[src/design/swm_pkg.sv]
// Shared types for the sliding window maximum block: controller states, commands and status.
package swm_pkg;

  typedef enum logic [2:0] {
    ST_IDLE,
    ST_TAIL_RD,
    ST_TAIL_CMP,
    ST_APPEND,
    ST_HEAD_RD,
    ST_EMIT
  } state_t;

  typedef struct packed {
    logic accept;
    logic rd_tail;
    logic pop_tail;
    logic append;
    logic finish;
    logic rd_head;
    logic emit;
  } cmd_t;

  typedef struct packed {
    logic count_zero;
    logic count_one;
    logic tail_less;
    logic window_full;
    logic out_free;
  } status_t;

endpackage

[src/design/swm_ctrl.sv]
// Controller state machine that sequences tail removal, append and result output per word.
module swm_ctrl (
  input  logic            clk,
  input  logic            rst,
  input  logic            in_valid,
  output logic            in_stall,
  input  swm_pkg::status_t status,
  output swm_pkg::cmd_t   cmd
);
  import swm_pkg::*;

  state_t state;
  state_t state_next;

  always_ff @(posedge clk) begin
    if (rst) begin
      state <= ST_IDLE;
    end else begin
      state <= state_next;
    end
  end

  always_comb begin
    state_next = state;
    cmd = '0;
    in_stall = 1'b1;
    unique case (state)
      ST_IDLE: begin
        in_stall = 1'b0;
        if (in_valid) begin
          cmd.accept = 1'b1;
          state_next = status.count_zero ? ST_APPEND : ST_TAIL_RD;
        end
      end
      ST_TAIL_RD: begin
        cmd.rd_tail = 1'b1;
        state_next = ST_TAIL_CMP;
      end
      ST_TAIL_CMP: begin
        if (status.tail_less) begin
          cmd.pop_tail = 1'b1;
          state_next = status.count_one ? ST_APPEND : ST_TAIL_RD;
        end else begin
          state_next = ST_APPEND;
        end
      end
      ST_APPEND: begin
        cmd.append = 1'b1;
        state_next = ST_HEAD_RD;
      end
      ST_HEAD_RD: begin
        if (status.window_full) begin
          cmd.rd_head = 1'b1;
          state_next = ST_EMIT;
        end else begin
          cmd.finish = 1'b1;
          state_next = ST_IDLE;
        end
      end
      ST_EMIT: begin
        if (status.out_free) begin
          cmd.emit = 1'b1;
          cmd.finish = 1'b1;
          state_next = ST_IDLE;
        end
      end
      default: begin
        state_next = ST_IDLE;
      end
    endcase
  end

endmodule

[src/design/swm_datapath.sv]
// Datapath with the deque memory, ring pointers, window counters and output register.
module swm_datapath #(
  parameter int MAX_WINDOW = 64
) (
  input  logic               clk,
  input  logic               rst,
  input  logic               cfg_write_enable,
  input  logic [6:0]         cfg_write_data,
  input  logic signed [31:0] sample,
  input  swm_pkg::cmd_t      cmd,
  output swm_pkg::status_t   status,
  output logic               out_valid,
  input  logic               out_stall,
  output logic signed [31:0] window_max
);
  import swm_pkg::*;

  localparam int IW = (MAX_WINDOW > 1) ? $clog2(MAX_WINDOW) : 1;
  localparam int CW = $clog2(MAX_WINDOW + 1);
  localparam int SW = CW + 1;
  localparam int PW = $clog2(2 * MAX_WINDOW);

  logic signed [31:0] val_mem [MAX_WINDOW];
  logic [PW-1:0]      pos_mem [MAX_WINDOW];

  logic [6:0]         window_len;
  logic signed [31:0] cur_sample;
  logic [IW-1:0]      head;
  logic [CW-1:0]      count;
  logic [PW-1:0]      pos;
  logic [CW-1:0]      seen;
  logic signed [31:0] rd_val;
  logic [PW-1:0]      rd_pos;

  logic [CW-1:0] k;
  logic [PW-1:0] km1;
  logic [PW-1:0] oldest;
  logic [PW-1:0] pos_inc;
  logic [SW-1:0] slot_sum;
  logic [SW-1:0] tail_sum;
  logic [IW-1:0] slot_idx;
  logic [IW-1:0] tail_idx;
  logic [IW-1:0] head_inc;
  logic [IW-1:0] rd_addr;
  logic          hit_oldest;

  always_comb begin
    if (window_len == 7'd0) begin
      k = CW'(1);
    end else if (32'(window_len) > 32'(MAX_WINDOW)) begin
      k = CW'(MAX_WINDOW);
    end else begin
      k = CW'(window_len);
    end
    km1 = PW'(k - CW'(1));
    if (pos >= km1) begin
      oldest = pos - km1;
    end else begin
      oldest = pos + PW'(2 * MAX_WINDOW) - km1;
    end
    pos_inc = (pos == PW'(2 * MAX_WINDOW - 1)) ? '0 : pos + PW'(1);
    slot_sum = SW'(head) + SW'(count);
    if (slot_sum >= SW'(MAX_WINDOW)) begin
      slot_sum = slot_sum - SW'(MAX_WINDOW);
    end
    tail_sum = SW'(head) + SW'(count) - SW'(1);
    if (tail_sum >= SW'(MAX_WINDOW)) begin
      tail_sum = tail_sum - SW'(MAX_WINDOW);
    end
    slot_idx = slot_sum[IW-1:0];
    tail_idx = tail_sum[IW-1:0];
    head_inc = (head == IW'(MAX_WINDOW - 1)) ? '0 : head + IW'(1);
    rd_addr = cmd.rd_head ? head : tail_idx;
    hit_oldest = (rd_pos == oldest);
  end

  assign status.count_zero  = (count == '0);
  assign status.count_one   = (count == CW'(1));
  assign status.tail_less   = (rd_val < cur_sample);
  assign status.window_full = (seen >= k);
  assign status.out_free    = !out_valid || !out_stall;

  always_ff @(posedge clk) begin
    if (cmd.append) begin
      val_mem[slot_idx] <= cur_sample;
      pos_mem[slot_idx] <= pos;
    end
    if (cmd.rd_tail || cmd.rd_head) begin
      rd_val <= val_mem[rd_addr];
      rd_pos <= pos_mem[rd_addr];
    end
    if (cmd.accept) begin
      cur_sample <= sample;
    end
    if (cmd.emit) begin
      window_max <= rd_val;
    end
  end

  always_ff @(posedge clk) begin
    if (rst) begin
      window_len <= 7'd1;
      head <= '0;
      count <= '0;
      pos <= '0;
      seen <= '0;
      out_valid <= 1'b0;
    end else begin
      if (cmd.emit) begin
        out_valid <= 1'b1;
      end else if (!out_stall) begin
        out_valid <= 1'b0;
      end
      if (cfg_write_enable) begin
        window_len <= cfg_write_data;
        head <= '0;
        count <= '0;
        pos <= '0;
        seen <= '0;
      end else begin
        if (cmd.pop_tail) begin
          count <= count - CW'(1);
        end
        if (cmd.append) begin
          count <= count + CW'(1);
          if (seen < k) begin
            seen <= seen + CW'(1);
          end
        end
        if (cmd.emit && hit_oldest) begin
          head <= head_inc;
          count <= count - CW'(1);
        end
        if (cmd.finish) begin
          pos <= pos_inc;
        end
      end
    end
  end

`ifndef SYNTHESIS
  a_count_bound: assert property (@(posedge clk) disable iff (rst) count <= k)
    else $error("Deque holds more entries than the window length.");
  a_seen_bound: assert property (@(posedge clk) disable iff (rst) seen <= k)
    else $error("Sample count passed the window length.");
  a_pop_nonempty: assert property (@(posedge clk) disable iff (rst)
    cmd.pop_tail |-> count != '0)
    else $error("Tail removal from an empty deque.");
  a_emit_free: assert property (@(posedge clk) disable iff (rst)
    cmd.emit |-> status.out_free && status.window_full)
    else $error("Result word loaded while the output register was busy.");
`endif

endmodule

[src/design/sliding_window_maximum_core.sv]
// Top level of the sliding window maximum block.
// Streaming maximum over the last window_len signed samples using a monotonic deque held in
// one memory with a single registered read port. Each input word is accepted, compared with
// the tail entries one at a time, since each tail compare needs its own memory read, then
// appended; a word that yields a result has the head entry read and emitted. A result waiting
// on out_stall holds the next word back only after that word has been accepted. No result is
// given until window_len samples have arrived, and a write to window_len restarts the stream.
module sliding_window_maximum_core #(
  parameter int MAX_WINDOW = 64
) (
  input  logic               clk,
  input  logic               rst,
  input  logic               cfg_write_enable,
  input  logic [6:0]         cfg_write_data,
  input  logic               in_valid,
  output logic               in_stall,
  input  logic signed [31:0] sample,
  output logic               out_valid,
  input  logic               out_stall,
  output logic signed [31:0] window_max
);
  import swm_pkg::*;

  cmd_t    cmd;
  status_t status;

  swm_ctrl u_ctrl (
    .clk      (clk),
    .rst      (rst),
    .in_valid (in_valid),
    .in_stall (in_stall),
    .status   (status),
    .cmd      (cmd)
  );

  swm_datapath #(
    .MAX_WINDOW (MAX_WINDOW)
  ) u_datapath (
    .clk              (clk),
    .rst              (rst),
    .cfg_write_enable (cfg_write_enable),
    .cfg_write_data   (cfg_write_data),
    .sample           (sample),
    .cmd              (cmd),
    .status           (status),
    .out_valid        (out_valid),
    .out_stall        (out_stall),
    .window_max       (window_max)
  );

endmodule
[config.mk]
export PLATFORM = sky130hd
export DESIGN_NAME = sliding_window_maximum_core
export DESIGN_NICKNAME = d
export VERILOG_FILES = /design/src/design/swm_pkg.sv /design/src/design/swm_ctrl.sv /design/src/design/swm_datapath.sv /design/src/design/sliding_window_maximum_core.sv
export SDC_FILE = /design/constraint.sdc
export NUM_CORES = 2
export LEC_CHECK = 0
export BUFFER_PORTS_ARGS = -buffer_cell sky130_fd_sc_hd__buf_4
export CORE_AREA = 2 2 458 460
export CTS_BUF_LIST = sky130_fd_sc_hd__clkbuf_16
export DETAILED_ROUTE_END_ITERATION = 12
export DIE_AREA = 0 0 460 462
export PLACE_DENSITY = 0.66
export SLEW_MARGIN = 20
export SYNTH_ARGS = -nofsm -noshare
export SYNTH_HDL_FRONTEND = slang
export SYNTH_HIERARCHICAL = 1
export SYNTH_SLANG_ARGS = --single-unit
[constraint.sdc]
create_clock -name clk -period 9.9 [get_ports clk]
set_input_delay 0.99 -clock clk [delete_from_list [all_inputs] [get_ports clk]]
set_output_delay 0.99 -clock clk [all_outputs]
set_load 0.05 [all_outputs]
* After elaboration in Yosys (flattened, before gate mapping)
Memories as Yosys holds them, arrays and structs flattened. A register that Yosys moved wholly into a read port is not among the register bits.
Index checks and enable logic that the tools add are counted.
** Storage, ports and cells
- Register bits :: 102
- RAM bits :: 2496
- Input port bits :: 44
- Output and inout port bits :: 34
- Word-level logic and storage cells :: 86
- Memories kept :: 2
** Memories
- u_datapath.val_mem :: words 64, width 32, rd ports 1, clocked after Yosys merged registers in 1, write ports 1, RTL line swm_datapath.sv:23 : logic signed [31:0] val_mem [MAX_WINDOW];
- u_datapath.pos_mem :: words 64, width 7, rd ports 1, clocked after Yosys merged registers in 1, write ports 1, RTL line swm_datapath.sv:24 : logic [PW-1:0] pos_mem [MAX_WINDOW];
** Operators by class
- $add $sub $neg :: 11
- $lt $le $gt $ge :: 6
- Eq/ne operators :: 12
- Mux-type cells :: 34
- Reductions and logical operators :: 12
** Operators with widths (number)
- 7-bit two-way mux :: 6
- 32-bit < comparator :: 1
- 6-bit two-way mux :: 4
- 7-bit by 1-bit adder with 7-bit output (second input constant) :: 3
- 3-bit case mux with 6 select lines :: 1
- 8-bit by 7-bit greater-or-equal comparator with 1-bit output (second input constant) :: 2
- 1-bit two-way mux :: 16
- 7-bit logical NOT :: 2
- 7-bit by 1-bit subtractor with 7-bit output (second input constant) :: 2
- 3-bit two-way mux :: 4
- 6-bit by 1-bit subtractor with 6-bit output (second input constant) :: 2
- 6-bit by 7-bit adder with 8-bit output :: 1
- 8-bit by 1-bit subtractor with 8-bit output (second input constant) :: 1
- 7-bit by 1-bit == test with 1-bit output (second input constant) :: 1
- 7-bit == test :: 1
- 7-bit == test (second input constant) :: 1
- 7-bit greater-or-equal comparator :: 1
- 7-bit greater-than comparator (second input constant) :: 1
- 7-bit < comparator :: 1
- 7-bit subtractor :: 1
- 6-bit by 1-bit adder with 6-bit output (second input constant) :: 1
- 3-bit by 2-bit == test with 1-bit output (second input constant) :: 2
- 3-bit == test (second input constant) :: 2
- 6-bit == test (second input constant) :: 1
- 12 further kinds :: 17

* Logic depth before layout (Yosys ltp)
- Word-level depth :: 8
- Depth in mapped cells :: 22
- Depth with buffers taken out :: 19

* Cells and area by module
Netlist, hierarchy kept.
** Modules (own cells, without submodules)
- swm_datapath :: instances 1, cells each 4520, area each 102995.0 um^2, seq. area each 78745.5 um^2
- swm_ctrl :: instances 1, cells each 35, area each 247.7 um^2, seq. area each 60.1 um^2

* Worst setup path after synthesis
Ideal clock, no wire load.
- Path kind :: register -> register
- From :: register u_datapath.head[0]
- To :: memory u_datapath/pos_mem[57][0] (netlist bit) (enable)
- Library setup time :: 436 ps
- Data arrival time :: 3718 ps
- Required time :: 9464 ps
- Slack :: 5746 ps
- Stages on the path, launching flop included :: 9
- Buffers on the path :: 1
- Clock period less this slack :: 4154 ps
- Cells stage by stage :: dfxtp_1 > ha_1 > fa_1 > a21o_1 > a21oi_2 > xor2_1 > or3_1 > clkbuf_1 > nor2_1
** Between the ends
- Word-level cells in the longest chain between the ends :: 3
- Elaborated cells on any way between the ends :: 4
- Those cells by class :: 2 x add/sub; 1 x order compare; 1 x mux
** Ends and longest elaborated chain
- from (decl) :: RTL line swm_datapath.sv:28 : logic [IW-1:0] head;
- from (signal assigned) :: RTL line swm_datapath.sv:131 : head <= head_inc;
- 6-bit by 7-bit adder with 8-bit output (*) :: RTL line swm_datapath.sv:62 : slot_sum = SW'(head) + SW'(count);
- 8-bit by 7-bit greater-or-equal comparator with 1-bit output / 6-bit by 1-bit subtractor with 6-bit output (equally long branches) :: RTL line swm_datapath.sv:63, swm_datapath.sv:64
- 6-bit two-way mux (*) :: RTL line swm_datapath.sv:63 : if (slot_sum >= SW'(MAX_WINDOW)) begin
- to (decl) :: RTL line swm_datapath.sv:24
Mark *: on every way between the ends. The rest lies on a longest branch, timed or not.

==> flow_summary_export.csv <==
group,metric,value,unit
layout,area_growth,12.5,%
power_and_ir_drop,leakage,39.6,nW
drt,routed_wl,253,mm
drt,initialDrtViolationCount,6378,
cts,cts_buffers,281,
sta,layout_setup_ws,3.36,ns
cts,clock-sinks,2637,
setup_path,startpoint_type,"flop",
sta,fin_setup_tns,0,ns
grt,grt_pass1_wl,357,mm
cts,cts_setup_buffers,0,
drt,drcViolationCount,0,
setup_path,cp-startpoint,"u_datapath/window_len[1]",
setup_path,crit_fanout,46,
cts,clk-insertion-delay-late,0.93,ns
grt,grt_max_degree,121,
floorplan,die-area,213000,um2
placed_design,gp_congestion,0.780,
grt,grt_usage,23.9,%
sta,rsz0062_at_grt,"false",
setup_path,cp-end-kind,"flop",
logic_synthesis,synth_cell_types,65,
logic_synthesis,ys_seq_area_share,76.3,%
layout,fin_cells,7749,
grt,grt_pass1_vias,48600,
logic_synthesis,syn_nets,4663,
floorplan,core-area,208000,um2
logic_synthesis,syn_inst,4555,
run,cap_violations,0,
placed_design,port_buffers,77,
sta,min_period_over_period,66.0,%
cts,holdBufCountCts,0,
floorplan,initial_core_util,49.6,%
placed_design,place_ws,3.26,ns
drt,wire_per_inst,32.7,um
cts,root_buffer,"clkbuf_16",
logic_synthesis,synthArstFlopShare,0,%
setup_path,required,10.50,ns
logic_synthesis,synth_flop_cell,"edfxtp_1",
grt,grt_overflow,0,
setup_path,arrival,7.14,ns
cts,ctsResizeCount,0,
grt,antenna_found_initial,6,
logic_synthesis,ys_warn_count,6,
logic_synthesis,syn_area,103000,um2
sta,slew_viol_final,0,
floorplan,ios,78,
sta,tightest_slew,1.11,ns
logic_synthesis,postSynthAreaPerCell,22.7,um2
floorplan,rows,168,
layout,post_route_cells_drive_above_1_share,25.8,%
sta,fin_crit,6.54,ns
hold_path,hp-class,"in2reg",
floorplan,fp.dieH,462,um
layout,final_util,55.8,%
power_and_ir_drop,peakVddDrop,0.000184,V
hold_path,min_from,"sample[16]",
setup_path,crit_type,"reg2reg",
cts,cts_tree,"yes",
cts,clk_path_buf_depth,4,
logic_synthesis,synth_seq_cells,2637,
sta,slew_headroom,25.8,%
logic_synthesis,synth_edf_count,2599,
sta,hold_viol,0,
run_status,status,"finished clean",
power_and_ir_drop,p_per_area,238,nW/um2
placed_design,post-dp-hpwl,121,mm
drt,first_pass_iters,5,
sta,fin_worst_skew,0.0588,ns
cts,htreeDepth,5,
layout,fin_nets,4951,
placed_design,placedCellCount,7280,
drt,vias,48300,
sta,finalSetupViolCount,0,
sta,fmaxAchievable,0.153,GHz
drt,drt.antenna.violating_nets,0,
setup_path,r2r-start,"u_datapath/window_len[1]",
floorplan,die_w,460,um
cts,clk_pin_slew,0.06,ns
layout,fill_cells,15200,
drt,viasPerCell,6.23,
[power breakdown]
group	internal, mW	total [mW]	switching, mW
registers	12.8	12.9	0.142
logic	1.96	4.98	3.02
clock network	5.63	9.75	4.12
total	20.4	27.7	7.28
[cell usage in the layout, fill, tap and decap left out, drive strengths merged, types with 18 or more instances in the layout]
cell       n
edfxtp  2599
mux2i    599
clkbuf   288
ha        62
a21oi     23
xnor2     27
buf      222
inv      109
a21o      18
nor2     112
nand2     36
dfxtp     38
clkinv   102
mux4     624
[critical path, cell delays in order (launching register included)]
cell and delay (ns):
dfxtp_1 0.33, or4_1 0.55, nor2_1 0.11, o21ai_0 0.16, inv_1 0.10, ha_1 0.15, inv_1 0.04, a21o_1 0.16
a21oi_1 0.18, inv_1 0.05, a31oi_1 0.13, o21ai_0 0.14, nor3b_2 0.21, buf_4 0.22, mux2i_4 0.81, buf_4 0.72
buf_4 0.63, mux4_2 0.40, mux2i_1 0.16, mux2i_1 0.10, mux2i_1 0.66, mux2i_1 0.17
[cell families after synthesis]
family,share of synthesized area [%]
xor+xnor,0.360
flops,76.3
fa+ha+maj,0.790
buf+inv,1.43
compound gates,0.604
mux,19.4
simple gates,1.06
[cell usage after synthesis (6+ instances only)]
| master | n | share of area [%] |
|---|---|---|
| a21o_1 | 18 | 0.13 |
| a21oi_1 | 22 | 0.11 |
| a31oi_1 | 7 | 0.042 |
| and2_1 | 8 | 0.048 |
| and3_1 | 8 | 0.048 |
| buf_2 | 84 | 0.41 |
| buf_4 | 76 | 0.55 |
| buf_6 | 8 | 0.087 |
| clkbuf_1 | 42 | 0.15 |
| clkbuf_4 | 6 | 0.044 |
| dfxtp_1 | 38 | 0.74 |
| edfxtp_1 | 2599 | 76 |
| ha_1 | 62 | 0.75 |
| inv_1 | 50 | 0.18 |
| mux2i_1 | 599 | 5.8 |
| mux4_2 | 624 | 14 |
| nand2_1 | 36 | 0.13 |
| nand3_1 | 16 | 0.078 |
| nand4_1 | 16 | 0.097 |
| nor2_1 | 111 | 0.40 |
| o21ai_0 | 12 | 0.058 |
| or3_1 | 8 | 0.048 |
| xnor2_1 | 26 | 0.22 |
| xor2_1 | 10 | 0.085 |
[per-stage QoR]
step | total power [mW] | hold WS [ns] | cell area [um2]
after floorplan | 16.6 | 0.417 | 103000
after global placement | 18.1 | 0.443 | 108000
final | 27.7 | 0.232 | 116000
after detailed placement | 18.2 | 0.452 | 108000
after CTS | 27.9 | 0.176 | 116000
after global routing | 28.5 | 0.190 | 116000
[routing by layer]
layer	global-route usage (%)	share of wire (%)
met2	38.8	49
met3	3.79	7.9
met4	6.52	2.4
met5	0	0.011
met1	34.0	41
[registers in the layout, summed over array words and instances (netlist names), 7 cells and up]
| register | flops |
|---|---|
| u_datapath/pos_mem | 448 |
| u_datapath/pos | 7 |
| u_datapath/cur_sample | 32 |
| u_datapath/rd_pos | 7 |
| u_datapath/window_max | 32 |
| u_datapath/rd_val | 32 |
| u_datapath/count | 7 |
| u_datapath/seen | 7 |
| u_datapath/window_len | 7 |
| u_datapath/val_mem | 2048 |
[layout make-up]
class,count,area [um2],share of cell area (%)
antenna,1,2.50,0.00215
clock buffer,288,7210,6.20
clock inverter,180,1180,1.02
inverter,50,188,0.162
multi-input combinational,1651,23500,20.3
sequential,2637,78800,67.8
tap,2720,3400,2.93
timing repair buffer,222,1850,1.59
[final timing paths]
check | slack (ns) | cells past startpoint | endpoint
hold reg to reg | 0.44 | 0 | u_datapath/window_max[8]
setup / recovery | 3.36 | 21 | u_datapath/rd_val[9]
setup reg to reg | 3.36 | 21 | u_datapath/rd_val[9]
hold / removal | 0.23 | 1 | u_datapath/cur_sample[16]
Power figures use the tool's default switching activity.
